### src/sv/rmmc_pkg.sv
// Shared types, codes and constants for the robot mission mode controller.
package rmmc_pkg;

    localparam int unsigned MAX_WAYPOINTS_DEF = 16;
    localparam int unsigned WP_IDX_W = 4;
    localparam int unsigned WP_CNT_W = 5;
    localparam int unsigned LEVEL_W = 10;
    localparam int unsigned CFG_DATA_W = 10;
    localparam int unsigned CFG_IDX_W = 2;

    localparam logic [LEVEL_W-1:0] BATT_LOW_RST = 10'd200;
    localparam logic [LEVEL_W-1:0] BATT_FULL_RST = 10'd950;
    localparam logic [WP_CNT_W-1:0] PATROL_CNT_RST = 5'd0;

    typedef enum logic [CFG_IDX_W-1:0] {
        REG_BATT_LOW = 2'd0,
        REG_BATT_FULL = 2'd1,
        REG_PATROL_CNT = 2'd2
    } cfg_reg_t;

    typedef enum logic [2:0] {
        MODE_STANDBY = 3'd0,
        MODE_PATROL = 3'd1,
        MODE_SERVICE = 3'd2,
        MODE_PAUSED = 3'd3,
        MODE_RESTING = 3'd4,
        MODE_CHARGING = 3'd5
    } mode_t;

    typedef enum logic [2:0] {
        CMD_ACTIVATE = 3'd0,
        CMD_PAUSE = 3'd1,
        CMD_RESUME = 3'd2,
        CMD_SERVICE_REQ = 3'd3,
        CMD_BATTERY = 3'd4,
        CMD_NAV_IDLE = 3'd5,
        CMD_TICK = 3'd6
    } cmd_t;

    typedef enum logic [1:0] {
        SPEED_KEEP = 2'd0,
        SPEED_PATROL = 2'd1,
        SPEED_SERVICE = 2'd2
    } speed_t;

    typedef enum logic [1:0] {
        ACT_NONE = 2'd0,
        ACT_QUEUE = 2'd1,
        ACT_PREEMPT = 2'd2
    } action_t;

    typedef enum logic [1:0] {
        SRC_PATROL = 2'd0,
        SRC_SERVICE = 2'd1,
        SRC_DOCK = 2'd2
    } source_t;

    typedef struct packed {
        logic [LEVEL_W-1:0] battery_low_level;
        logic [LEVEL_W-1:0] battery_full_level;
        logic [WP_CNT_W-1:0] patrol_point_count;
    } cfg_t;

    typedef struct packed {
        cmd_t cmd;
        logic [7:0] req_priority;
        logic signed [31:0] req_x;
        logic signed [31:0] req_y;
        logic [15:0] req_heading;
        logic [15:0] req_dwell_ticks;
        logic req_back_to_patrol;
        logic req_halt_first;
        logic [LEVEL_W-1:0] battery_level;
    } item_t;

    typedef struct packed {
        mode_t mode;
        speed_t speed_set;
        action_t goal_action;
        source_t goal_source;
        logic [WP_IDX_W-1:0] goal_waypoint;
        logic signed [31:0] goal_x;
        logic signed [31:0] goal_y;
        logic [15:0] goal_heading;
        logic cancel_nav;
    } result_t;

endpackage

### src/sv/rmmc_event_if.sv
// Channel interface that carries one event beat into the controller.
interface rmmc_event_if;
    logic valid;
    logic ready;
    logic [2:0] cmd;
    logic [7:0] req_priority;
    logic signed [31:0] req_x;
    logic signed [31:0] req_y;
    logic [15:0] req_heading;
    logic [15:0] req_dwell_ticks;
    logic req_back_to_patrol;
    logic req_halt_first;
    logic [9:0] battery_level;

    modport source (
        output valid, cmd, req_priority, req_x, req_y, req_heading,
        output req_dwell_ticks, req_back_to_patrol, req_halt_first, battery_level,
        input ready
    );

    modport sink (
        input valid, cmd, req_priority, req_x, req_y, req_heading,
        input req_dwell_ticks, req_back_to_patrol, req_halt_first, battery_level,
        output ready
    );
endinterface

### src/sv/rmmc_result_if.sv
// Channel interface that carries one result beat out of the controller.
interface rmmc_result_if;
    logic valid;
    logic ready;
    logic [2:0] mode;
    logic [1:0] speed_set;
    logic [1:0] goal_action;
    logic [1:0] goal_source;
    logic [3:0] goal_waypoint;
    logic signed [31:0] goal_x;
    logic signed [31:0] goal_y;
    logic [15:0] goal_heading;
    logic cancel_nav;

    modport source (
        output valid, mode, speed_set, goal_action, goal_source, goal_waypoint,
        output goal_x, goal_y, goal_heading, cancel_nav,
        input ready
    );

    modport sink (
        input valid, mode, speed_set, goal_action, goal_source, goal_waypoint,
        input goal_x, goal_y, goal_heading, cancel_nav,
        output ready
    );
endinterface

### src/sv/rmmc_core.sv
// Mission state registers and the combinational event decode that updates them.
module rmmc_core #(
    parameter int unsigned MaxWaypoints = rmmc_pkg::MAX_WAYPOINTS_DEF
) (
    input  logic             clk,
    input  logic             rst_n,
    input  logic             step,
    input  rmmc_pkg::cfg_t   cfg,
    input  rmmc_pkg::item_t  item,
    output rmmc_pkg::result_t result
);
    import rmmc_pkg::*;

    localparam int unsigned CapWp = (MaxWaypoints < 16) ? MaxWaypoints : 16;
    localparam logic [WP_CNT_W-1:0] WpCap = WP_CNT_W'(CapWp);

    mode_t               mode_reg, mode_next;
    mode_t               pause_mode_reg, pause_mode_next;
    logic                rest_deferred_reg, rest_deferred_next;
    logic                halt_waiting_reg, halt_waiting_next;
    logic [WP_IDX_W-1:0] patrol_idx_reg, patrol_idx_next;
    logic [7:0]          active_prio_reg, active_prio_next;
    logic signed [31:0]  svc_x_reg, svc_x_next;
    logic signed [31:0]  svc_y_reg, svc_y_next;
    logic [15:0]         svc_heading_reg, svc_heading_next;
    logic [15:0]         svc_dwell_reg, svc_dwell_next;
    logic                svc_back_reg, svc_back_next;
    logic [15:0]         dwell_left_reg, dwell_left_next;
    logic                dwell_run_reg, dwell_run_next;

    logic [WP_CNT_W-1:0] points;
    logic [WP_CNT_W-1:0] idx_inc;
    logic                serving;
    logic                want_patrol;
    speed_t              speed;
    action_t             action;
    source_t             source;
    logic                cancel;
    logic [15:0]         dwell_dec;

    assign points = (cfg.patrol_point_count > WpCap) ? WpCap : cfg.patrol_point_count;
    assign idx_inc = {1'b0, patrol_idx_reg} + WP_CNT_W'(1);
    assign serving = (mode_reg == MODE_SERVICE) ||
                     ((mode_reg == MODE_PAUSED) && (pause_mode_reg == MODE_SERVICE));
    assign dwell_dec = (dwell_left_reg != 16'd0) ? (dwell_left_reg - 16'd1) : 16'd0;

    always_comb
    begin
        mode_next = mode_reg;
        pause_mode_next = pause_mode_reg;
        rest_deferred_next = rest_deferred_reg;
        halt_waiting_next = halt_waiting_reg;
        patrol_idx_next = patrol_idx_reg;
        active_prio_next = active_prio_reg;
        svc_x_next = svc_x_reg;
        svc_y_next = svc_y_reg;
        svc_heading_next = svc_heading_reg;
        svc_dwell_next = svc_dwell_reg;
        svc_back_next = svc_back_reg;
        dwell_left_next = dwell_left_reg;
        dwell_run_next = dwell_run_reg;
        want_patrol = 1'b0;
        speed = SPEED_KEEP;
        action = ACT_NONE;
        source = SRC_PATROL;
        cancel = 1'b0;

        case (item.cmd)
            CMD_ACTIVATE:
            begin
                if (mode_reg == MODE_STANDBY)
                begin
                    patrol_idx_next = '0;
                    mode_next = MODE_PATROL;
                    rest_deferred_next = 1'b0;
                    speed = SPEED_PATROL;
                    want_patrol = 1'b1;
                end
            end
            CMD_PAUSE:
            begin
                if (mode_reg == MODE_PATROL || mode_reg == MODE_SERVICE ||
                    mode_reg == MODE_RESTING)
                begin
                    pause_mode_next = mode_reg;
                    mode_next = MODE_PAUSED;
                    dwell_run_next = 1'b0;
                    dwell_left_next = '0;
                    cancel = 1'b1;
                end
            end
            CMD_RESUME:
            begin
                if (mode_reg == MODE_PAUSED)
                begin
                    case (pause_mode_reg)
                        MODE_PATROL:
                        begin
                            mode_next = MODE_PATROL;
                            speed = SPEED_PATROL;
                            want_patrol = 1'b1;
                        end
                        MODE_SERVICE:
                        begin
                            mode_next = MODE_SERVICE;
                            speed = SPEED_SERVICE;
                            action = ACT_QUEUE;
                            source = SRC_SERVICE;
                        end
                        MODE_RESTING:
                        begin
                            mode_next = MODE_RESTING;
                            speed = SPEED_SERVICE;
                            action = ACT_QUEUE;
                            source = SRC_DOCK;
                        end
                        default:
                        begin
                            patrol_idx_next = '0;
                            mode_next = MODE_PATROL;
                            rest_deferred_next = 1'b0;
                            speed = SPEED_PATROL;
                            want_patrol = 1'b1;
                        end
                    endcase
                end
            end
            CMD_SERVICE_REQ:
            begin
                if (mode_reg != MODE_STANDBY && mode_reg != MODE_RESTING &&
                    mode_reg != MODE_CHARGING &&
                    !(serving && item.req_priority <= active_prio_reg))
                begin
                    dwell_run_next = 1'b0;
                    dwell_left_next = '0;
                    active_prio_next = item.req_priority;
                    svc_x_next = item.req_x;
                    svc_y_next = item.req_y;
                    svc_heading_next = item.req_heading;
                    svc_dwell_next = item.req_dwell_ticks;
                    svc_back_next = item.req_back_to_patrol;
                    if (item.req_halt_first)
                    begin
                        halt_waiting_next = 1'b1;
                        cancel = 1'b1;
                    end
                    else
                    begin
                        mode_next = MODE_SERVICE;
                        rest_deferred_next = 1'b0;
                        speed = SPEED_SERVICE;
                        action = ACT_PREEMPT;
                        source = SRC_SERVICE;
                    end
                end
            end
            CMD_BATTERY:
            begin
                if (item.battery_level <= cfg.battery_low_level &&
                    mode_reg != MODE_STANDBY && mode_reg != MODE_RESTING &&
                    mode_reg != MODE_CHARGING)
                begin
                    if (serving)
                    begin
                        rest_deferred_next = 1'b1;
                    end
                    else
                    begin
                        mode_next = MODE_RESTING;
                        rest_deferred_next = 1'b0;
                        dwell_run_next = 1'b0;
                        dwell_left_next = '0;
                        speed = SPEED_SERVICE;
                        action = ACT_QUEUE;
                        source = SRC_DOCK;
                    end
                end
                else if (item.battery_level >= cfg.battery_full_level &&
                         mode_reg == MODE_CHARGING)
                begin
                    patrol_idx_next = '0;
                    mode_next = MODE_PATROL;
                    rest_deferred_next = 1'b0;
                    speed = SPEED_PATROL;
                    want_patrol = 1'b1;
                end
            end
            CMD_NAV_IDLE:
            begin
                if (halt_waiting_reg)
                begin
                    halt_waiting_next = 1'b0;
                    mode_next = MODE_SERVICE;
                    rest_deferred_next = 1'b0;
                    speed = SPEED_SERVICE;
                    action = ACT_PREEMPT;
                    source = SRC_SERVICE;
                end
                else if (rest_deferred_reg)
                begin
                    mode_next = MODE_RESTING;
                    rest_deferred_next = 1'b0;
                    dwell_run_next = 1'b0;
                    dwell_left_next = '0;
                    speed = SPEED_SERVICE;
                    action = ACT_QUEUE;
                    source = SRC_DOCK;
                end
                else if (mode_reg == MODE_PATROL)
                begin
                    if (points != '0)
                    begin
                        patrol_idx_next = (idx_inc >= points) ? '0 : idx_inc[WP_IDX_W-1:0];
                        want_patrol = 1'b1;
                    end
                end
                else if (mode_reg == MODE_SERVICE)
                begin
                    if (svc_dwell_reg != 16'd0)
                    begin
                        dwell_left_next = svc_dwell_reg;
                        dwell_run_next = 1'b1;
                    end
                    else
                    begin
                        active_prio_next = '0;
                        if (svc_back_reg)
                        begin
                            mode_next = MODE_PATROL;
                            rest_deferred_next = 1'b0;
                            speed = SPEED_PATROL;
                            want_patrol = 1'b1;
                        end
                        else
                        begin
                            mode_next = MODE_STANDBY;
                        end
                    end
                end
                else if (mode_reg == MODE_RESTING)
                begin
                    mode_next = MODE_CHARGING;
                end
            end
            CMD_TICK:
            begin
                if (dwell_run_reg)
                begin
                    dwell_left_next = dwell_dec;
                    if (dwell_dec == 16'd0)
                    begin
                        dwell_run_next = 1'b0;
                        active_prio_next = '0;
                        if (svc_back_reg)
                        begin
                            mode_next = MODE_PATROL;
                            rest_deferred_next = 1'b0;
                            speed = SPEED_PATROL;
                            want_patrol = 1'b1;
                        end
                        else
                        begin
                            mode_next = MODE_STANDBY;
                        end
                    end
                end
            end
            default:
            begin
            end
        endcase

        // A patrol waypoint goes out only when waypoints exist; a stale index wraps first.
        if (want_patrol && points != '0)
        begin
            if ({1'b0, patrol_idx_next} >= points)
            begin
                patrol_idx_next = '0;
            end
            action = ACT_QUEUE;
            source = SRC_PATROL;
        end
    end

    always_comb
    begin
        result = '0;
        result.mode = mode_next;
        result.speed_set = speed;
        result.goal_action = action;
        result.cancel_nav = cancel;
        if (action != ACT_NONE)
        begin
            result.goal_source = source;
            if (source == SRC_PATROL)
            begin
                result.goal_waypoint = patrol_idx_next;
            end
            if (source == SRC_SERVICE)
            begin
                result.goal_x = svc_x_next;
                result.goal_y = svc_y_next;
                result.goal_heading = svc_heading_next;
            end
        end
    end

    always_ff @(posedge clk or negedge rst_n)
    begin
        if (!rst_n)
        begin
            mode_reg <= MODE_STANDBY;
            pause_mode_reg <= MODE_STANDBY;
            rest_deferred_reg <= 1'b0;
            halt_waiting_reg <= 1'b0;
            patrol_idx_reg <= '0;
            active_prio_reg <= '0;
            svc_x_reg <= '0;
            svc_y_reg <= '0;
            svc_heading_reg <= '0;
            svc_dwell_reg <= '0;
            svc_back_reg <= 1'b1;
            dwell_left_reg <= '0;
            dwell_run_reg <= 1'b0;
        end
        else if (step)
        begin
            mode_reg <= mode_next;
            pause_mode_reg <= pause_mode_next;
            rest_deferred_reg <= rest_deferred_next;
            halt_waiting_reg <= halt_waiting_next;
            patrol_idx_reg <= patrol_idx_next;
            active_prio_reg <= active_prio_next;
            svc_x_reg <= svc_x_next;
            svc_y_reg <= svc_y_next;
            svc_heading_reg <= svc_heading_next;
            svc_dwell_reg <= svc_dwell_next;
            svc_back_reg <= svc_back_next;
            dwell_left_reg <= dwell_left_next;
            dwell_run_reg <= dwell_run_next;
        end
    end

endmodule

### src/sv/robot_mission_mode_controller_top.sv
// Top level of the robot mission mode controller: channels, configuration and pipeline registers.
// An event beat waits in the event register until its result is registered into the result
// register. One event per cycle unless the result channel stalls; each register holds one beat.
// An event is taken while an earlier result still waits, as long as the result register frees up.
// Reset is asynchronous and active low; it empties both registers, restores the configuration
// defaults and puts the controller in standby.
module robot_mission_mode_controller_top #(
    parameter int unsigned MaxWaypoints = rmmc_pkg::MAX_WAYPOINTS_DEF
) (
    input  logic                               clk,
    input  logic                               rst_n,
    rmmc_event_if.sink                         event_ch,
    rmmc_result_if.source                      result_ch,
    input  logic                               cfg_we,
    input  logic [rmmc_pkg::CFG_IDX_W-1:0]     cfg_index,
    input  logic [rmmc_pkg::CFG_DATA_W-1:0]    cfg_data
);
    import rmmc_pkg::*;

    cfg_t    cfg_reg;
    item_t   item_reg;
    logic    item_valid_reg;
    result_t res_reg;
    logic    res_valid_reg;
    result_t res_next;
    logic    advance;

    assign advance = item_valid_reg && (!res_valid_reg || result_ch.ready);
    assign event_ch.ready = !item_valid_reg || advance;

    always_ff @(posedge clk or negedge rst_n)
    begin
        if (!rst_n)
        begin
            cfg_reg.battery_low_level <= BATT_LOW_RST;
            cfg_reg.battery_full_level <= BATT_FULL_RST;
            cfg_reg.patrol_point_count <= PATROL_CNT_RST;
        end
        else if (cfg_we)
        begin
            case (cfg_reg_t'(cfg_index))
                REG_BATT_LOW: cfg_reg.battery_low_level <= cfg_data[LEVEL_W-1:0];
                REG_BATT_FULL: cfg_reg.battery_full_level <= cfg_data[LEVEL_W-1:0];
                REG_PATROL_CNT: cfg_reg.patrol_point_count <= cfg_data[WP_CNT_W-1:0];
                default:
                begin
                end
            endcase
        end
    end

    always_ff @(posedge clk or negedge rst_n)
    begin
        if (!rst_n)
        begin
            item_valid_reg <= 1'b0;
            res_valid_reg <= 1'b0;
        end
        else
        begin
            if (event_ch.ready)
            begin
                item_valid_reg <= event_ch.valid;
            end
            if (advance)
            begin
                res_valid_reg <= 1'b1;
            end
            else if (result_ch.ready)
            begin
                res_valid_reg <= 1'b0;
            end
        end
    end

    always_ff @(posedge clk)
    begin
        if (event_ch.valid && event_ch.ready)
        begin
            item_reg.cmd <= cmd_t'(event_ch.cmd);
            item_reg.req_priority <= event_ch.req_priority;
            item_reg.req_x <= event_ch.req_x;
            item_reg.req_y <= event_ch.req_y;
            item_reg.req_heading <= event_ch.req_heading;
            item_reg.req_dwell_ticks <= event_ch.req_dwell_ticks;
            item_reg.req_back_to_patrol <= event_ch.req_back_to_patrol;
            item_reg.req_halt_first <= event_ch.req_halt_first;
            item_reg.battery_level <= event_ch.battery_level;
        end
        if (advance)
        begin
            res_reg <= res_next;
        end
    end

    rmmc_core #(
        .MaxWaypoints(MaxWaypoints)
    ) u_core (
        .clk    (clk),
        .rst_n  (rst_n),
        .step   (advance),
        .cfg    (cfg_reg),
        .item   (item_reg),
        .result (res_next)
    );

    assign result_ch.valid = res_valid_reg;
    assign result_ch.mode = res_reg.mode;
    assign result_ch.speed_set = res_reg.speed_set;
    assign result_ch.goal_action = res_reg.goal_action;
    assign result_ch.goal_source = res_reg.goal_source;
    assign result_ch.goal_waypoint = res_reg.goal_waypoint;
    assign result_ch.goal_x = res_reg.goal_x;
    assign result_ch.goal_y = res_reg.goal_y;
    assign result_ch.goal_heading = res_reg.goal_heading;
    assign result_ch.cancel_nav = res_reg.cancel_nav;

endmodule

### src/flat_wrapper.sv
// flat-port wrapper written by rule: the top's interface ports become plain ports
module robot_mission_mode_controller_top_flat import rmmc_pkg::*;
#(
    parameter int unsigned MaxWaypoints = rmmc_pkg::MAX_WAYPOINTS_DEF
)
  (clk, rst_n, cfg_we, cfg_index, cfg_data, event_ch_valid, event_ch_cmd, event_ch_req_priority, event_ch_req_x, event_ch_req_y, event_ch_req_heading, event_ch_req_dwell_ticks, event_ch_req_back_to_patrol, event_ch_req_halt_first, event_ch_battery_level, event_ch_ready, result_ch_valid, result_ch_mode, result_ch_speed_set, result_ch_goal_action, result_ch_goal_source, result_ch_goal_waypoint, result_ch_goal_x, result_ch_goal_y, result_ch_goal_heading, result_ch_cancel_nav, result_ch_ready);
  rmmc_event_if event_ch_i ();
  rmmc_result_if result_ch_i ();
  input  logic clk;
  input  logic rst_n;
  input  logic cfg_we;
  input  logic [rmmc_pkg::CFG_IDX_W-1:0] cfg_index;
  input  logic [rmmc_pkg::CFG_DATA_W-1:0] cfg_data;
  input wire logic [$bits(event_ch_i.valid)-1:0] event_ch_valid;
  input wire logic [$bits(event_ch_i.cmd)-1:0] event_ch_cmd;
  input wire logic [$bits(event_ch_i.req_priority)-1:0] event_ch_req_priority;
  input wire logic [$bits(event_ch_i.req_x)-1:0] event_ch_req_x;
  input wire logic [$bits(event_ch_i.req_y)-1:0] event_ch_req_y;
  input wire logic [$bits(event_ch_i.req_heading)-1:0] event_ch_req_heading;
  input wire logic [$bits(event_ch_i.req_dwell_ticks)-1:0] event_ch_req_dwell_ticks;
  input wire logic [$bits(event_ch_i.req_back_to_patrol)-1:0] event_ch_req_back_to_patrol;
  input wire logic [$bits(event_ch_i.req_halt_first)-1:0] event_ch_req_halt_first;
  input wire logic [$bits(event_ch_i.battery_level)-1:0] event_ch_battery_level;
  output wire logic [$bits(event_ch_i.ready)-1:0] event_ch_ready;
  output wire logic [$bits(result_ch_i.valid)-1:0] result_ch_valid;
  output wire logic [$bits(result_ch_i.mode)-1:0] result_ch_mode;
  output wire logic [$bits(result_ch_i.speed_set)-1:0] result_ch_speed_set;
  output wire logic [$bits(result_ch_i.goal_action)-1:0] result_ch_goal_action;
  output wire logic [$bits(result_ch_i.goal_source)-1:0] result_ch_goal_source;
  output wire logic [$bits(result_ch_i.goal_waypoint)-1:0] result_ch_goal_waypoint;
  output wire logic [$bits(result_ch_i.goal_x)-1:0] result_ch_goal_x;
  output wire logic [$bits(result_ch_i.goal_y)-1:0] result_ch_goal_y;
  output wire logic [$bits(result_ch_i.goal_heading)-1:0] result_ch_goal_heading;
  output wire logic [$bits(result_ch_i.cancel_nav)-1:0] result_ch_cancel_nav;
  input wire logic [$bits(result_ch_i.ready)-1:0] result_ch_ready;
  assign event_ch_i.valid = event_ch_valid;
  assign event_ch_i.cmd = event_ch_cmd;
  assign event_ch_i.req_priority = event_ch_req_priority;
  assign event_ch_i.req_x = event_ch_req_x;
  assign event_ch_i.req_y = event_ch_req_y;
  assign event_ch_i.req_heading = event_ch_req_heading;
  assign event_ch_i.req_dwell_ticks = event_ch_req_dwell_ticks;
  assign event_ch_i.req_back_to_patrol = event_ch_req_back_to_patrol;
  assign event_ch_i.req_halt_first = event_ch_req_halt_first;
  assign event_ch_i.battery_level = event_ch_battery_level;
  assign event_ch_ready = event_ch_i.ready;
  assign result_ch_valid = result_ch_i.valid;
  assign result_ch_mode = result_ch_i.mode;
  assign result_ch_speed_set = result_ch_i.speed_set;
  assign result_ch_goal_action = result_ch_i.goal_action;
  assign result_ch_goal_source = result_ch_i.goal_source;
  assign result_ch_goal_waypoint = result_ch_i.goal_waypoint;
  assign result_ch_goal_x = result_ch_i.goal_x;
  assign result_ch_goal_y = result_ch_i.goal_y;
  assign result_ch_goal_heading = result_ch_i.goal_heading;
  assign result_ch_cancel_nav = result_ch_i.cancel_nav;
  assign result_ch_i.ready = result_ch_ready;
  robot_mission_mode_controller_top #(.MaxWaypoints(MaxWaypoints)) u_core (.clk(clk), .rst_n(rst_n), .event_ch(event_ch_i), .result_ch(result_ch_i), .cfg_we(cfg_we), .cfg_index(cfg_index), .cfg_data(cfg_data));
endmodule
### config.mk
export PLATFORM = sky130hd
export DESIGN_NAME = robot_mission_mode_controller_top_flat
export DESIGN_NICKNAME = d
export VERILOG_FILES = /design/src/sv/rmmc_pkg.sv /design/src/sv/rmmc_event_if.sv /design/src/sv/rmmc_result_if.sv /design/src/sv/rmmc_core.sv /design/src/sv/robot_mission_mode_controller_top.sv /design/src/flat_wrapper.sv
export SDC_FILE = /design/constraint.sdc
export NUM_CORES = 1
export LEC_CHECK = 0
export BUFFER_PORTS_ARGS = -buffer_cell sky130_fd_sc_hd__buf_4
export CELL_PAD_IN_SITES_DETAIL_PLACEMENT = 1
export CELL_PAD_IN_SITES_GLOBAL_PLACEMENT = 2
export CORE_MARGIN = 1
export CORE_UTILIZATION = 25
export DETAILED_ROUTE_END_ITERATION = 6
export GPL_TIMING_DRIVEN = 0
export PLACE_DENSITY = 0.54
export SLEW_MARGIN = 20
export SYNTH_ARGS = -nofsm -noshare
export SYNTH_HDL_FRONTEND = slang
export SYNTH_SLANG_ARGS = --single-unit
### constraint.sdc
create_clock -name clk -period 11.2 [get_ports clk]
set_input_delay 2.8 -clock clk [delete_from_list [all_inputs] [get_ports clk]]
set_output_delay 2.8 -clock clk [all_outputs]
set_load 0.01 [all_outputs]
==> flow_metrics.py <==
metrics = {
    "routing": {
        "totalWireLength_um": 52880,
        "vias_per_cell": 4.485,
        "routedWlPerCell_um": 19.88,
        "vias": 11930,
        "antenna_left": 0,
        "drt_iter0_drc": 590,
        "firstDrtPassIters": 4,
        "drc": 0,
    },
    "worst_setup_path": {
        "cp_max_fo": 3,
        "worstSetupEndpointType": "output pin",
        "cp.arrival_ns": 3.30,
        "crit_type": "input port to output pin",
        "startpoint_type": "input port",
        "worstPathRequired_ns": 8.40,
    },
    "power_and_ir_drop": {
        "power_mw": 4.213,
        "vdd_drop_max_mv": 0.08676,
        "powerDensity_mw_per_mm2": 205.0,
        "p_leak_nw": 8.646,
    },
    "timing": {
        "clock_skew_ns": 0.02277,
        "finalHoldViolations": 0,
        "drv_slew": 0,
        "setup_ws_ns": 5.099,
        "period_share_pct": 54.47,
        "fmax_ghz": 0.1639,
        "fin_crit_ns": 6.101,
        "relSlewSlack_pct": 32.16,
        "tightestPinTransition_ns": 1.010,
        "setup-tns-final_ns": 0,
        "rsz0062_at_grt": "no",
        "finalSetupViolCount": 0,
    },
    "synthesis": {
        "yosys-top-cells-area": "edfxtp_1 (40%), dfrtp_1 (23%), nand2_1 (11%)",
        "synth_top_area_cell": "edfxtp_1",
        "synth_edf_count": 213,
        "synth_ff_type": "edfxtp_1",
        "ys_ff_latch": 374,
        "synthesis.nets": 1659,
        "synth_top_area_share_pct": 39.75,
        "yosysWarnings": 0,
        "ys_seq_area_share_pct": 64.88,
        "syn-cell-area_mm2": 0.01609,
        "yosys.cell_types.count": 71,
        "synthCells": 1484,
        "async_flop_share_pct": 43.05,
        "syn-mean-instance-area_um2": 10.84,
    },
    "global_routing": {
        "grtUsageMet2_pct": 27.11,
        "grt_pass1_wl_um": 81190,
        "use_met1_pct": 20.73,
        "grt_antenna_before_repair": 7,
        "overflow": 0,
        "grt_pass1_vias": 12880,
        "grt_max_degree": 80,
        "track_usage_pct": 16.22,
        "grt_use_met3_pct": 4.199,
        "busiest_layer": "met2",
    },
    "finish": {
        "area_growth_pct": 27.73,
        "final-seq-area_mm2": 0.01044,
        "fillCellCount": 7088,
        "multiInputGateArea_mm2": 0.005181,
        "final_cells": 2660,
        "stdcell_area_mm2": 0.02055,
        "nets": 1947,
        "layout_commonest_cell": "nand2_1",
        "largest_reg_flops": 119,
        "final_cell_mix": "nand2_1 (490), buf_4 (231), edfxtp_1 (213)",
        "drive_above_1_share_pct": 20.53,
    },
    "die": {
        "initial_core_util_pct": 25.42,
        "die_h_um": 255.7,
        "ios": 232,
        "coreArea_mm2": 0.06331,
        "rows": 92,
        "fp.dieW_um": 255.7,
        "die-area_mm2": 0.06538,
    },
    "cts": {
        "post_cts_buffers": 0,
        "cts_buffer_depth": 3,
        "clock_latency_ns": 0.60,
        "htreeDepth": 2,
        "cts_tree": "yes",
        "clk_transition_reported_paths_ns": 0.05,
        "cts-buffers-inserted": 48,
        "clkSinkCount": 374,
        "cts.repair.resized": 0,
        "cts-root-buf": "clkbuf_16",
        "cts-hold-fix-buffers": 0,
    },
    "run": {
        "cap_violations": 0,
    },
    "worst_hold_path": {
        "hp-class": "flop to flop",
    },
    "placement": {
        "dp_cells": 2568,
        "globalplace.congestion": 0.8025,
        "hpwl_um": 36660,
        "portBuffers": 231,
        "place_ws_ns": 4.607,
        "dpl_cell_area_mm2": 0.01908,
    },
    "status": {
        "status": "completed",
    },
}
==> path summary, 6_finish.rpt <==
| kind | start | endpoint | cells past startpoint | slack (ns) |
|---|---|---|---|---|
| setup / recovery | result_ch_ready | event_ch_ready | 3 | 5.10 |
| hold / removal | u_core.item_reg[13]$_DFFE_PP_ | u_core.u_core.svc_dwell_reg[1]$_DFFE_PN0P_ | 2 | 0.44 |
| setup reg to reg | u_core.u_core.mode_reg[0]$_DFFE_PN0P_ | u_core.result_ch.goal_waypoint[3]$_SDFFCE_PN0P_ | 16 | 6.90 |
| hold reg to reg | u_core.item_reg[13]$_DFFE_PP_ | u_core.u_core.svc_dwell_reg[1]$_DFFE_PN0P_ | 2 | 0.44 |
| max in group asynchronous | rst_n | u_core.u_core.svc_back_reg$_DFFE_PN1P_ | 2 | 8.52 |
| min in group asynchronous | rst_n | u_core.u_core.svc_y_reg[8]$_DFFE_PN0P_ | 1 | 2.01 |
==> cells in the mapped netlist (all sizes together), types with 4 or more instances <==
master and count:
a211oi 8, a21o 12, a21oi 112, a22o 10
a22oi 7, a31oi 4, a32oi 6, and2 7
and3 6, buf 17, clkbuf 59, dfrtp 150
dfstp 11, edfxtp 213, ha 39, inv 50
mux2 19, nand2 490, nand2b 11, nand3 13
nand3b 6, nand4 9, nor2 47, nor2b 4
nor3 18, nor4 15, o211ai 4, o21a 4
o21ai 62, o22ai 4, or2 4, or3 5
or4 7, xnor2 4
==> logic make-up after synthesis <==
| kind of cell | share of synthesized area (%) |
|---|---|
| multiplexers | 1.392 |
| adder cells (fa/ha/maj) | 3.033 |
| buffers and inverters | 3.095 |
| flip-flops | 64.88 |
| XOR/XNOR | 0.3810 |
| AO/OA/AOI/OAI | 10.22 |
| AND/OR/NAND/NOR | 17.01 |
==> area by class of cell <==
type	instances	area share, %
Tap cell	846	5.150
Clock inverter	28	0.9497
Clock buffer	62	6.149
Antenna cell	2	0.02435
Sequential cell	374	50.79
Inverter	51	0.9558
Multi-Input combinational cell	983	25.21
Buffer	76	1.492
Timing Repair Buffer	238	9.278
==> power by group <==
group	internal, mW	switching, mW
clock network	0.822	0.627
registers	1.72	0.145
logic	0.341	0.557
total	2.88	1.33
==> routing by layer <==
layer / share of wire, % / wire, µm
met1: 44 / 23160
met2: 49 / 25820
met3: 5.2 / 2730
met4: 2.1 / 1107
met5: 0.12 / 63
==> metrics by stage <==
stage	util [%]	hold WS, ns
after floorplan	-	0.4146
after global placement	29.83	0.4228
after detailed placement	30.14	0.4290
after CTS	32.44	0.4428
after global routing	32.46	0.4670
final	32.46	0.4396
==> critical path, cell delays in order <==
cell and delay, ns:
buf_4 0.11, nand3b_1 0.20, buf_4 0.19
(Power assumes the default switching activity.)
